[config.mk]
export PLATFORM = sky130hd
export DESIGN_NAME = add_days_to_date
export DESIGN_NICKNAME = d
export VERILOG_FILES = /design/src/design/adtd_pkg.sv /design/src/design/adtd_datapath.sv /design/src/design/adtd_ctrl.sv /design/src/design/add_days_to_date.sv
export SDC_FILE = /design/constraint.sdc
export NUM_CORES = 1
export LEC_CHECK = 0
export BUFFER_PORTS_ARGS = -buffer_cell sky130_fd_sc_hd__buf_2
export CAP_MARGIN = 20
export CORE_UTILIZATION = 45
export CTS_CLUSTER_DIAMETER = 80
export DETAILED_ROUTE_END_ITERATION = 16
export PLACE_DENSITY = 0.74
export SETUP_SLACK_MARGIN = 0.4
export SYNTH_ARGS = -nofsm -noshare
export SYNTH_HDL_FRONTEND = slang
export SYNTH_SLANG_ARGS = --single-unit
[constraint.sdc]
create_clock -name clk -period 4.6 [get_ports clk]
set_clock_uncertainty 0.05 [all_clocks]
set_input_delay 0.46 -clock clk [delete_from_list [all_inputs] [get_ports clk]]
set_output_delay 0.46 -clock clk [all_outputs]
set_load 0.02 [all_outputs]
[src/design/adtd_pkg.sv]
// ----------------------------------------------------------------------------
// adtd_pkg
// Shared types, constants and calendar functions for the date advance block.
// ----------------------------------------------------------------------------
`default_nettype none

package adtd_pkg;

  localparam int unsigned MONTH_W = 4;
  localparam int unsigned DAY_W   = 5;
  localparam int unsigned YEAR_W  = 7;
  localparam int unsigned COUNT_W = 14;

  localparam logic [MONTH_W-1:0] MONTH_JAN = 4'd1;
  localparam logic [MONTH_W-1:0] MONTH_FEB = 4'd2;
  localparam logic [MONTH_W-1:0] MONTH_DEC = 4'd12;

  // Year offset 100 is 2100: divisible by 4 and 100 but not 400.
  // Offset 0 is 2000, which is divisible by 400 and stays a leap year.
  localparam logic [YEAR_W-1:0] YEAR_NOT_LEAP = 7'd100;

  // Command group from the controller to the datapath.
  typedef struct packed {
    logic load;     // capture a new date and count
    logic step;     // advance one month or finish the day count
    logic publish;  // copy the finished date to the output register
  } adtd_cmd_t;

  // Status group from the datapath to the controller.
  typedef struct packed {
    logic count_zero;
  } adtd_stat_t;

  function automatic logic is_leap(input logic [YEAR_W-1:0] y);
    return (y[1:0] == 2'b00) && (y != YEAR_NOT_LEAP);
  endfunction

  // Length of month m in year y; 0 for month codes outside 1..12.
  function automatic logic [DAY_W-1:0] month_days(input logic [MONTH_W-1:0] m,
                                                  input logic [YEAR_W-1:0]  y);
    logic [DAY_W-1:0] len;
    case (m)
      4'd1, 4'd3, 4'd5, 4'd7, 4'd8, 4'd10, 4'd12: len = 5'd31;
      4'd4, 4'd6, 4'd9, 4'd11:                    len = 5'd30;
      4'd2:                                       len = is_leap(y) ? 5'd29 : 5'd28;
      default:                                    len = 5'd0;
    endcase
    return len;
  endfunction

endpackage

`default_nettype wire

[src/design/adtd_datapath.sv]
// ----------------------------------------------------------------------------
// adtd_datapath
// Date registers, month stepping logic and the output holding register.
// ----------------------------------------------------------------------------
`default_nettype none

module adtd_datapath (
  input  wire                              clk,
  input  wire adtd_pkg::adtd_cmd_t         cmd,
  output adtd_pkg::adtd_stat_t             stat,
  input  wire [adtd_pkg::MONTH_W-1:0]      in_start_month,
  input  wire [adtd_pkg::DAY_W-1:0]        in_start_day,
  input  wire [adtd_pkg::YEAR_W-1:0]       in_start_year,
  input  wire [adtd_pkg::COUNT_W-1:0]      in_day_count,
  output logic [adtd_pkg::MONTH_W-1:0]     out_end_month,
  output logic [adtd_pkg::DAY_W-1:0]       out_end_day,
  output logic [adtd_pkg::YEAR_W-1:0]      out_end_year,
  output logic                             out_input_invalid
);
  import adtd_pkg::*;

  logic [MONTH_W-1:0] month_r, month_nxt;
  logic [DAY_W-1:0]   day_r, day_nxt;
  logic [YEAR_W-1:0]  year_r, year_nxt;
  logic [COUNT_W-1:0] count_r, count_nxt;
  logic               invalid_r, invalid_nxt;

  logic [DAY_W-1:0]   in_len;
  logic               in_bad;
  logic [DAY_W-1:0]   cur_len;
  logic [DAY_W-1:0]   left;
  logic [COUNT_W-1:0] left_ext;

  assign in_len = month_days(in_start_month, in_start_year);
  assign in_bad = (in_start_month < MONTH_JAN) || (in_start_month > MONTH_DEC) ||
                  (in_start_day == '0) || (in_start_day > in_len);

  assign cur_len  = month_days(month_r, year_r);
  assign left     = cur_len - day_r;
  assign left_ext = {{(COUNT_W-DAY_W){1'b0}}, left};

  always_comb begin
    month_nxt   = month_r;
    day_nxt     = day_r;
    year_nxt    = year_r;
    count_nxt   = count_r;
    invalid_nxt = invalid_r;
    if (cmd.load) begin
      month_nxt   = in_start_month;
      day_nxt     = in_start_day;
      year_nxt    = in_start_year;
      count_nxt   = in_bad ? '0 : in_day_count;
      invalid_nxt = in_bad;
    end else if (cmd.step) begin
      if (count_r > left_ext) begin
        // Consume the rest of this month and land on the first of the next.
        count_nxt = count_r - (left_ext + COUNT_W'(1));
        day_nxt   = DAY_W'(1);
        if (month_r == MONTH_DEC) begin
          month_nxt = MONTH_JAN;
          year_nxt  = year_r + YEAR_W'(1);
        end else begin
          month_nxt = month_r + MONTH_W'(1);
        end
      end else begin
        // Remaining count fits within this month.
        day_nxt   = day_r + count_r[DAY_W-1:0];
        count_nxt = '0;
      end
    end
  end

  always_ff @(posedge clk) begin
    month_r   <= month_nxt;
    day_r     <= day_nxt;
    year_r    <= year_nxt;
    count_r   <= count_nxt;
    invalid_r <= invalid_nxt;
  end

  always_ff @(posedge clk) begin
    if (cmd.publish) begin
      out_end_month     <= month_r;
      out_end_day       <= day_r;
      out_end_year      <= year_r;
      out_input_invalid <= invalid_r;
    end
  end

  assign stat.count_zero = (count_r == '0);

endmodule

`default_nettype wire

[src/design/adtd_ctrl.sv]
// ----------------------------------------------------------------------------
// adtd_ctrl
// Sequencer for the date advance: accept, step months, publish the result.
// ----------------------------------------------------------------------------
`default_nettype none

module adtd_ctrl (
  input  wire                      clk,
  input  wire                      rst_n,
  input  wire                      in_valid,
  output logic                     in_ready,
  output logic                     out_valid,
  input  wire                      out_ready,
  input  wire adtd_pkg::adtd_stat_t stat,
  output adtd_pkg::adtd_cmd_t      cmd,
  output logic                     busy
);
  import adtd_pkg::*;

  typedef enum logic [1:0] {
    ST_IDLE = 2'b01,
    ST_RUN  = 2'b10
  } state_t;

  state_t state_r, state_nxt;
  logic   out_valid_r, out_valid_nxt;
  logic   out_free;

  assign out_free = !out_valid_r || out_ready;

  always_comb begin
    state_nxt   = state_r;
    cmd.load    = 1'b0;
    cmd.step    = 1'b0;
    cmd.publish = 1'b0;
    in_ready    = 1'b0;
    unique case (state_r)
      ST_IDLE: begin
        in_ready = 1'b1;
        if (in_valid) begin
          cmd.load  = 1'b1;
          state_nxt = ST_RUN;
        end
      end
      ST_RUN: begin
        if (!stat.count_zero) begin
          cmd.step = 1'b1;
        end else if (out_free) begin
          // Hold the finished date until the output register frees up.
          cmd.publish = 1'b1;
          state_nxt   = ST_IDLE;
        end
      end
      default: state_nxt = ST_IDLE;
    endcase
  end

  always_comb begin
    out_valid_nxt = out_valid_r;
    if (cmd.publish) begin
      out_valid_nxt = 1'b1;
    end else if (out_ready) begin
      out_valid_nxt = 1'b0;
    end
  end

  always_ff @(posedge clk) begin
    if (!rst_n) begin
      state_r     <= ST_IDLE;
      out_valid_r <= 1'b0;
    end else begin
      state_r     <= state_nxt;
      out_valid_r <= out_valid_nxt;
    end
  end

  assign out_valid = out_valid_r;
  assign busy      = (state_r == ST_RUN);

endmodule

`default_nettype wire

[src/design/add_days_to_date.sv]
// ----------------------------------------------------------------------------
// add_days_to_date
// Gregorian date advance: start date plus a day count gives the end date.
// ----------------------------------------------------------------------------
// Takes one transaction at a time. The start date and count are loaded,
// then the datapath steps one calendar month per cycle, once per month
// boundary crossed, plus one more step when the count ends inside a month,
// and the result is published once the output register is free. Invalid
// dates (month outside 1..12, day 0 or past the month's end) skip the
// stepping and finish with input_invalid set and the start date echoed.
// A new transaction is taken while the previous result still waits in the
// output register. Years are offsets from 2000 and wrap from 127 to 0.
`default_nettype none

module add_days_to_date (
  input  wire                           clk,
  input  wire                           rst_n,
  input  wire                           in_valid,
  output logic                          in_ready,
  input  wire [adtd_pkg::MONTH_W-1:0]   in_start_month,
  input  wire [adtd_pkg::DAY_W-1:0]     in_start_day,
  input  wire [adtd_pkg::YEAR_W-1:0]    in_start_year,
  input  wire [adtd_pkg::COUNT_W-1:0]   in_day_count,
  output logic                          out_valid,
  input  wire                           out_ready,
  output logic [adtd_pkg::MONTH_W-1:0]  out_end_month,
  output logic [adtd_pkg::DAY_W-1:0]    out_end_day,
  output logic [adtd_pkg::YEAR_W-1:0]   out_end_year,
  output logic                          out_input_invalid
);
  import adtd_pkg::*;

  adtd_cmd_t  cmd;
  adtd_stat_t stat;
  logic       busy;

  adtd_ctrl u_ctrl (
    .clk       (clk),
    .rst_n     (rst_n),
    .in_valid  (in_valid),
    .in_ready  (in_ready),
    .out_valid (out_valid),
    .out_ready (out_ready),
    .stat      (stat),
    .cmd       (cmd),
    .busy      (busy)
  );

  adtd_datapath u_datapath (
    .clk               (clk),
    .cmd               (cmd),
    .stat              (stat),
    .in_start_month    (in_start_month),
    .in_start_day      (in_start_day),
    .in_start_year     (in_start_year),
    .in_day_count      (in_day_count),
    .out_end_month     (out_end_month),
    .out_end_day       (out_end_day),
    .out_end_year      (out_end_year),
    .out_input_invalid (out_input_invalid)
  );

`ifndef ASSERT_OFF
  a_accept_starts_run: assert property (@(posedge clk) disable iff (!rst_n)
    (in_valid && in_ready) |=> (busy && !in_ready))
    else $error("accepted transaction did not start a run");

  a_valid_date_out: assert property (@(posedge clk) disable iff (!rst_n)
    (out_valid && !out_input_invalid) |->
      (out_end_month >= MONTH_JAN && out_end_month <= MONTH_DEC &&
       out_end_day != '0))
    else $error("result date out of calendar range");

  a_publish_needs_room: assert property (@(posedge clk) disable iff (!rst_n)
    (out_valid && !out_ready) |=> !$rose(in_ready) || $stable(out_end_day))
    else $error("result overwritten while stalled");
`endif

endmodule

`default_nettype wire
# After elaboration in Yosys (flattened, before gate mapping)
# Index checks and enable logic that the tools add are counted.
# word_totals
wordCells,106
input_bits,34
reg_bits,51
output_inout_bits,19
# op_classes
n_eq_ne,31
n_addsub,6
n_lt_le_gt_ge,4
muxes,32
reduce_logical,22
# ops
operator,n
$mux W14,4
$eq A4 B4 Y1 const B,10
$eq A4 B3 Y1 const B,8
$pmux W5 S3,2
$mux W7,4
$eq A4 B2 Y1 const B,4
$mux W4,4
$mux W5,3
$gt A14 B5 Y1,1
$logic_not A14 Y1,1
$ne A7 B7 Y1 const B,2
$reduce_or A7 Y1,2
$sub A14 B14 Y14,1
$mux W1,10
$eq A4 B1 Y1 const B,2
$mux W2,4
$reduce_bool A2 Y1,4
$reduce_or A4 Y1,2
$add A7 B1 Y7 const B,1
$add A5 B1 Y6 const B,1
$reduce_and A3 Y1,2
$add A5 B5 Y5,1
$gt A5 B5 Y1,1
$logic_not A5 Y1,1
14 further kinds,20

# Logic depth before layout (Yosys ltp)
# depth
ltp_word,10
mapped_depth,20
mapped_depth_nobuf,20

# By module
# Synthesis repeated with hierarchy kept, for this count alone.
# unflattened
cells_unflattened,279
hier_area_um2,3165.5
# by_module_without_submodules
mod,area_per_inst_um2,cells_each,instances,seq_area_each_um2
adtd_datapath,3012.9,263,1,1441.4
adtd_ctrl,152.6,16,1,60.1

# Worst setup path after synthesis
# OpenSTA, ideal clock, no wires.
# synth_path
path_kind,register to register
startpoint,register u_datapath.month_r[0]
endpoint,"register u_datapath.year_r[0], enable pin"
arrival_time_ns,4.153
slack_ns,0.014
t_required_ns,4.167
setup_time_ns,0.383
synth_period_minus_slack_ns,4.586
stages_incl_launch_ff,20
path_buffers,0
cell_sequence,edfxtp_1 > inv_1 > ha_1 > nor2b_1 > a21oi_1 > a31oi_1 > ha_1 > inv_1 > fa_1 > a21o_1 > a21oi_1 > xnor2_1 > xnor2_1 > ha_1 > nor2b_1 > o211ai_1 > a22oi_1 > o221ai_1 > a21o_4 > o31ai_1
# synth_between
elab_chain_len,7
elab_cells_between_ends,20
cone_classes,add/sub (1); order compare (1); eq/ne (12); mux (1); reduce/logical (5)
# synth_lines
element,line,rtl
"start, declared",adtd_datapath.sv:22,"logic [MONTH_W-1:0] month_r, month_nxt;"
"start signal, assigned",adtd_datapath.sv:74,month_r <= month_nxt;
$eq A4 B1 Y1 (tied with other cells),adtd_pkg.sv:42,case (m)
$reduce_or A7 Y1 / $reduce_or A4 Y1 (equally long branches),adtd_pkg.sv:42,
$pmux W5 S3,adtd_pkg.sv:42,
$sub A5 B5 Y5,adtd_datapath.sv:39,assign left = cur_len - day_r;
$gt A14 B5 Y1,adtd_datapath.sv:55,if (count_r > left_ext) begin
$reduce_bool A2 Y1 (no source line),-,
$reduce_and A3 Y1 (no source line) *,-,
"end signal, assigned",adtd_datapath.sv:76,year_r <= year_nxt;
"end, declared",adtd_datapath.sv:24,"logic [YEAR_W-1:0] year_r, year_nxt;"
# Every way passes the cells marked *; elsewhere a longest branch is shown, timed or not.
# A chain may end at the register's enable or synchronous reset.

# Worst setup path in the final report
# layout_path
startpoint,register u_datapath.month_r[1]
endpoint,"register u_datapath.count_r[5], data pin"
# layout_between
elab_chain_len,9
elab_cells_between_ends,22
cone_classes,add/sub (3); order compare (1); eq/ne (12); mux (4); reduce/logical (2)
# layout_lines
element,line,rtl
$eq A4 B1 Y1 (tied with other cells),adtd_pkg.sv:42,
$reduce_or A7 Y1 / $reduce_or A4 Y1 (equally long branches),adtd_pkg.sv:42,
$pmux W5 S3 *,adtd_pkg.sv:42,
$sub A5 B5 Y5 *,adtd_datapath.sv:39,
$add A5 B1 Y6,adtd_datapath.sv:57,count_nxt = count_r - (left_ext + COUNT_W'(1));
$sub A14 B14 Y14,adtd_datapath.sv:57,
$mux W14 *,adtd_datapath.sv:55,
$mux W14 *,adtd_datapath.sv:54,end else if (cmd.step) begin
$mux W14 *,adtd_datapath.sv:48,if (cmd.load) begin
via u_datapath.count_nxt[5],adtd_datapath.sv:25,"logic [COUNT_W-1:0] count_r, count_nxt;"
"end signal, assigned",adtd_datapath.sv:77,count_r <= count_nxt;
"end, declared",adtd_datapath.sv:25,
# Mark *: on every way through the listed nets, which the timed path passes. The rest lies on a longest branch. The select of a mux whose other input is x is not followed.

==> run metrics <==
Max stage delay on crit path=480 ps; Leak=0.00177 uW; cells on worst reg2reg path=20; clock root cell=clkbuf_8; synthesized area per cell=10.8 sq um; multi-input combinational cell area=2110 sq um; synth cell count leaders=edfxtp_1 (48), ha_1 (30), nand2_1 (30); Starting Density=47.0%; Area contributors post-synth=edfxtp_1 (42%), ha_1 (11%), xnor2_1 (3.3%); FF-to-FF setup slack=340 ps; setup_tns=0 ps; Post-Layout Inst Area=4400 sq um; Async S/R FF share, synth=0%; gpl congestion=0.805; antenna violations before repair=0; # setup viols final=0; critical path's slowest cell=edfxtp_1; 1st-pass router iterations=4; vias in the first global route=2620; Max VDD drop=0.341 mV; Clock transition at path regs=110 ps; most instantiated library cell after synthesis=edfxtp_1; Post-Syn Instances=319; DRC=0; top_reg_cell synth=edfxtp_1; syn_nets=386; clock tree buffer depth=2; total power=2370 uW; CTS tree=done; top cell type's share of synthesized area=41.9%; Yosys cell types=51; RSZ-0062 raised after global routing=true; WL/cell=16.8 um; reg2reg end=u_datapath.count_r[5]; Post-synth EDFFs=48; sequential fraction of the synthesis area=43.6%; Least-Margin Pin Slew=947 ps; worst rel slew slack=36.6%; Vias/cell=5.61; Hold Path Sink=u_ctrl.state_r[0]; DP Cell Count=469; PortBufs=52; H-tree depth=2; Worst Path Buf+Inv=3; period utilization=92.7%; TritonCTS Sinks=51; grt total ovfl=0; Power Dens Cells=539 nW/um^2; Hold Path Cell Cnt=2; DIE HEIGHT=89.5 um; cell accounting for the most synthesized area=edfxtp_1; crit-path cells=ha_2 > nor3_2 > a21oi_1 > a31oi_1 > ha_2 > inv_2 > fa_2 > a21o_1 > a21oi_2 > xnor2_2 > xnor2_2 > ha_1 > nor2b_4 > buf_6 > nand4b_1 > or4_4 > nor2_4 > buf_4 > a21oi_2 > a41o_1; TritonCTS Buffers=5; status=finished clean; Skew-Pair Late Insertion Delay=310 ps; Layout area overhead=28.0%; share of cells above drive strength 1=36.7%; Core Rows=31; crit path kind=reg -> reg; post-route ant nets=0; Max Cap Viol=0; Fin. Hold Viols=0; Die ar.=8000 sq um; Slew Viols, Final=0; DIE WIDTH=89.5 um; Hold Crit Class=in -> reg; IO Pins=53; worst endpoint data arrival time=4290 ps; core area=7330 sq um; nets=464; Cell Area, Placed=3850 sq um; drt first-iter violations=134; Crit path max-delay family=adder cells; hold path start=rst_n; Post-Synthesis Cell Area=3440 sq um; number of fill cells=576; final wirelength=8330 um; final non-filler cell total=497; nature of the critical path startpoint=flip-flop; CP startpoint=u_datapath.month_r[1]; Max FO, Critical Path=5; endpoint type of the worst setup path=flip-flop; yosys synthesis warning count=0; via count=2786; FF+latch area=1500 sq um; Critical R2R Launch=u_datapath.month_r[1]; max frequency=235 MHz; first-pass GRT wire length=12900 um; GRT Util Overall=21.3%; post-synthesis register bit count=51; ANT cells=0; post-route minimum period=4260 ps; Worst path depth=20; largest net degree at the start of global routing=39; Data required, critical path=4630 ps; hpwl dp=5550 um
## placed cells by master, fill, tap and decap left out, drive strengths merged, types with 3 or more instances in the layout
cell,n
a21o,7
a21oi,12
a22oi,3
a31oi,4
and3,3
buf,79
clkbuf,5
dfxtp,3
edfxtp,48
fa,3
ha,30
inv,19
nand2,30
nand2b,3
nand3,17
nand3b,4
nor2,18
nor2b,10
nor3,5
nor4,3
o21a,6
o21ai,14
o31ai,17
or4,6
xnor2,13
xor2,11
## state kept, by name, indices dropped and copies added (netlist names)
name / flops
u_datapath.invalid_r: 1
u_datapath.month_r: 4
u_ctrl.state_r: 2
u_datapath.year_r: 7
u_ctrl.out_valid: 1
u_datapath.count_r: 14
u_datapath.out_end_day: 5
u_datapath.out_end_year: 7
u_datapath.out_input_invalid: 1
u_datapath.day_r: 5
u_datapath.out_end_month: 4
## cell families (layout without fill, tap and decap cells)
group,Yosys count,count (layout),share of synthesized area (%)
XOR/XNOR,25,25,6.80
buffers and inverters,26,105,3.31
AO/OA/AOI/OAI,74,74,16.4
adder cells (fa/ha/maj),33,33,12.7
AND/OR/NAND/NOR,108,108,16.6
flip-flops,51,51,43.6
multiplexers,2,2,0.582
## worst max-delay path by stage
stage	end	slack, ps
final	u_datapath.count_r[5]	340
after global routing	u_datapath.count_r[10]	160
after CTS	u_datapath.count_r[5]	410
after detailed placement	u_datapath.year_r[3]	-10
after global placement	u_datapath.year_r[5]	210
after floorplan	u_datapath.month_r[0]	410
## layout make-up
cell class	count	share of cell area [%]
Clock buffer	5	1.56
Clock inverter	3	0.653
Inverter	18	1.53
Multi-Input combinational cell	242	48.0
Sequential cell	51	34.1
Tap cell	99	2.81
Timing Repair Buffer	79	11.3
## routing by layer
layer | up-vias | track usage (%) | part of all wire (%)
met2 | 82 | 35.3 | 50
li1 | 1342 | - | -
met3 | 11 | 3.97 | 4.2
met1 | 1351 | 28.8 | 45
met4 | 0 | 5.92 | 1.2
met5 | - | 0 | 0
## repair_timing
item                                    4_1_cts  5_1_grt
endpoints found under the setup margin       30       30
buffers inserted                             11        9
pin swaps                                    10       27
hold buffers                                  0        0
hold endpoints to repair                      0        0
gates resized for setup                      31       24
## where the power goes
part	internal [uW]	switching (uW)	total [uW]	leakage (uW)
Sequential	609	95.6	704	0.000476
Combinational	703	682	1390	0.00125
Clock	113	172	285	0.0000502
## stage by stage
| step | worst slack, ps | hold WS [ps] | utilization (%) |
|---|---|---|---|
| after global routing | 158 | 326 | 60.1 |
| after floorplan | 410 | 350 | - |
| after CTS | 412 | 294 | 57.0 |
| after detailed placement | -13.7 | 357 | 52.5 |
| after global placement | 209 | 357 | 52.5 |
| final | 336 | 301 | 60.1 |
Power figures use the tool's default switching activity.
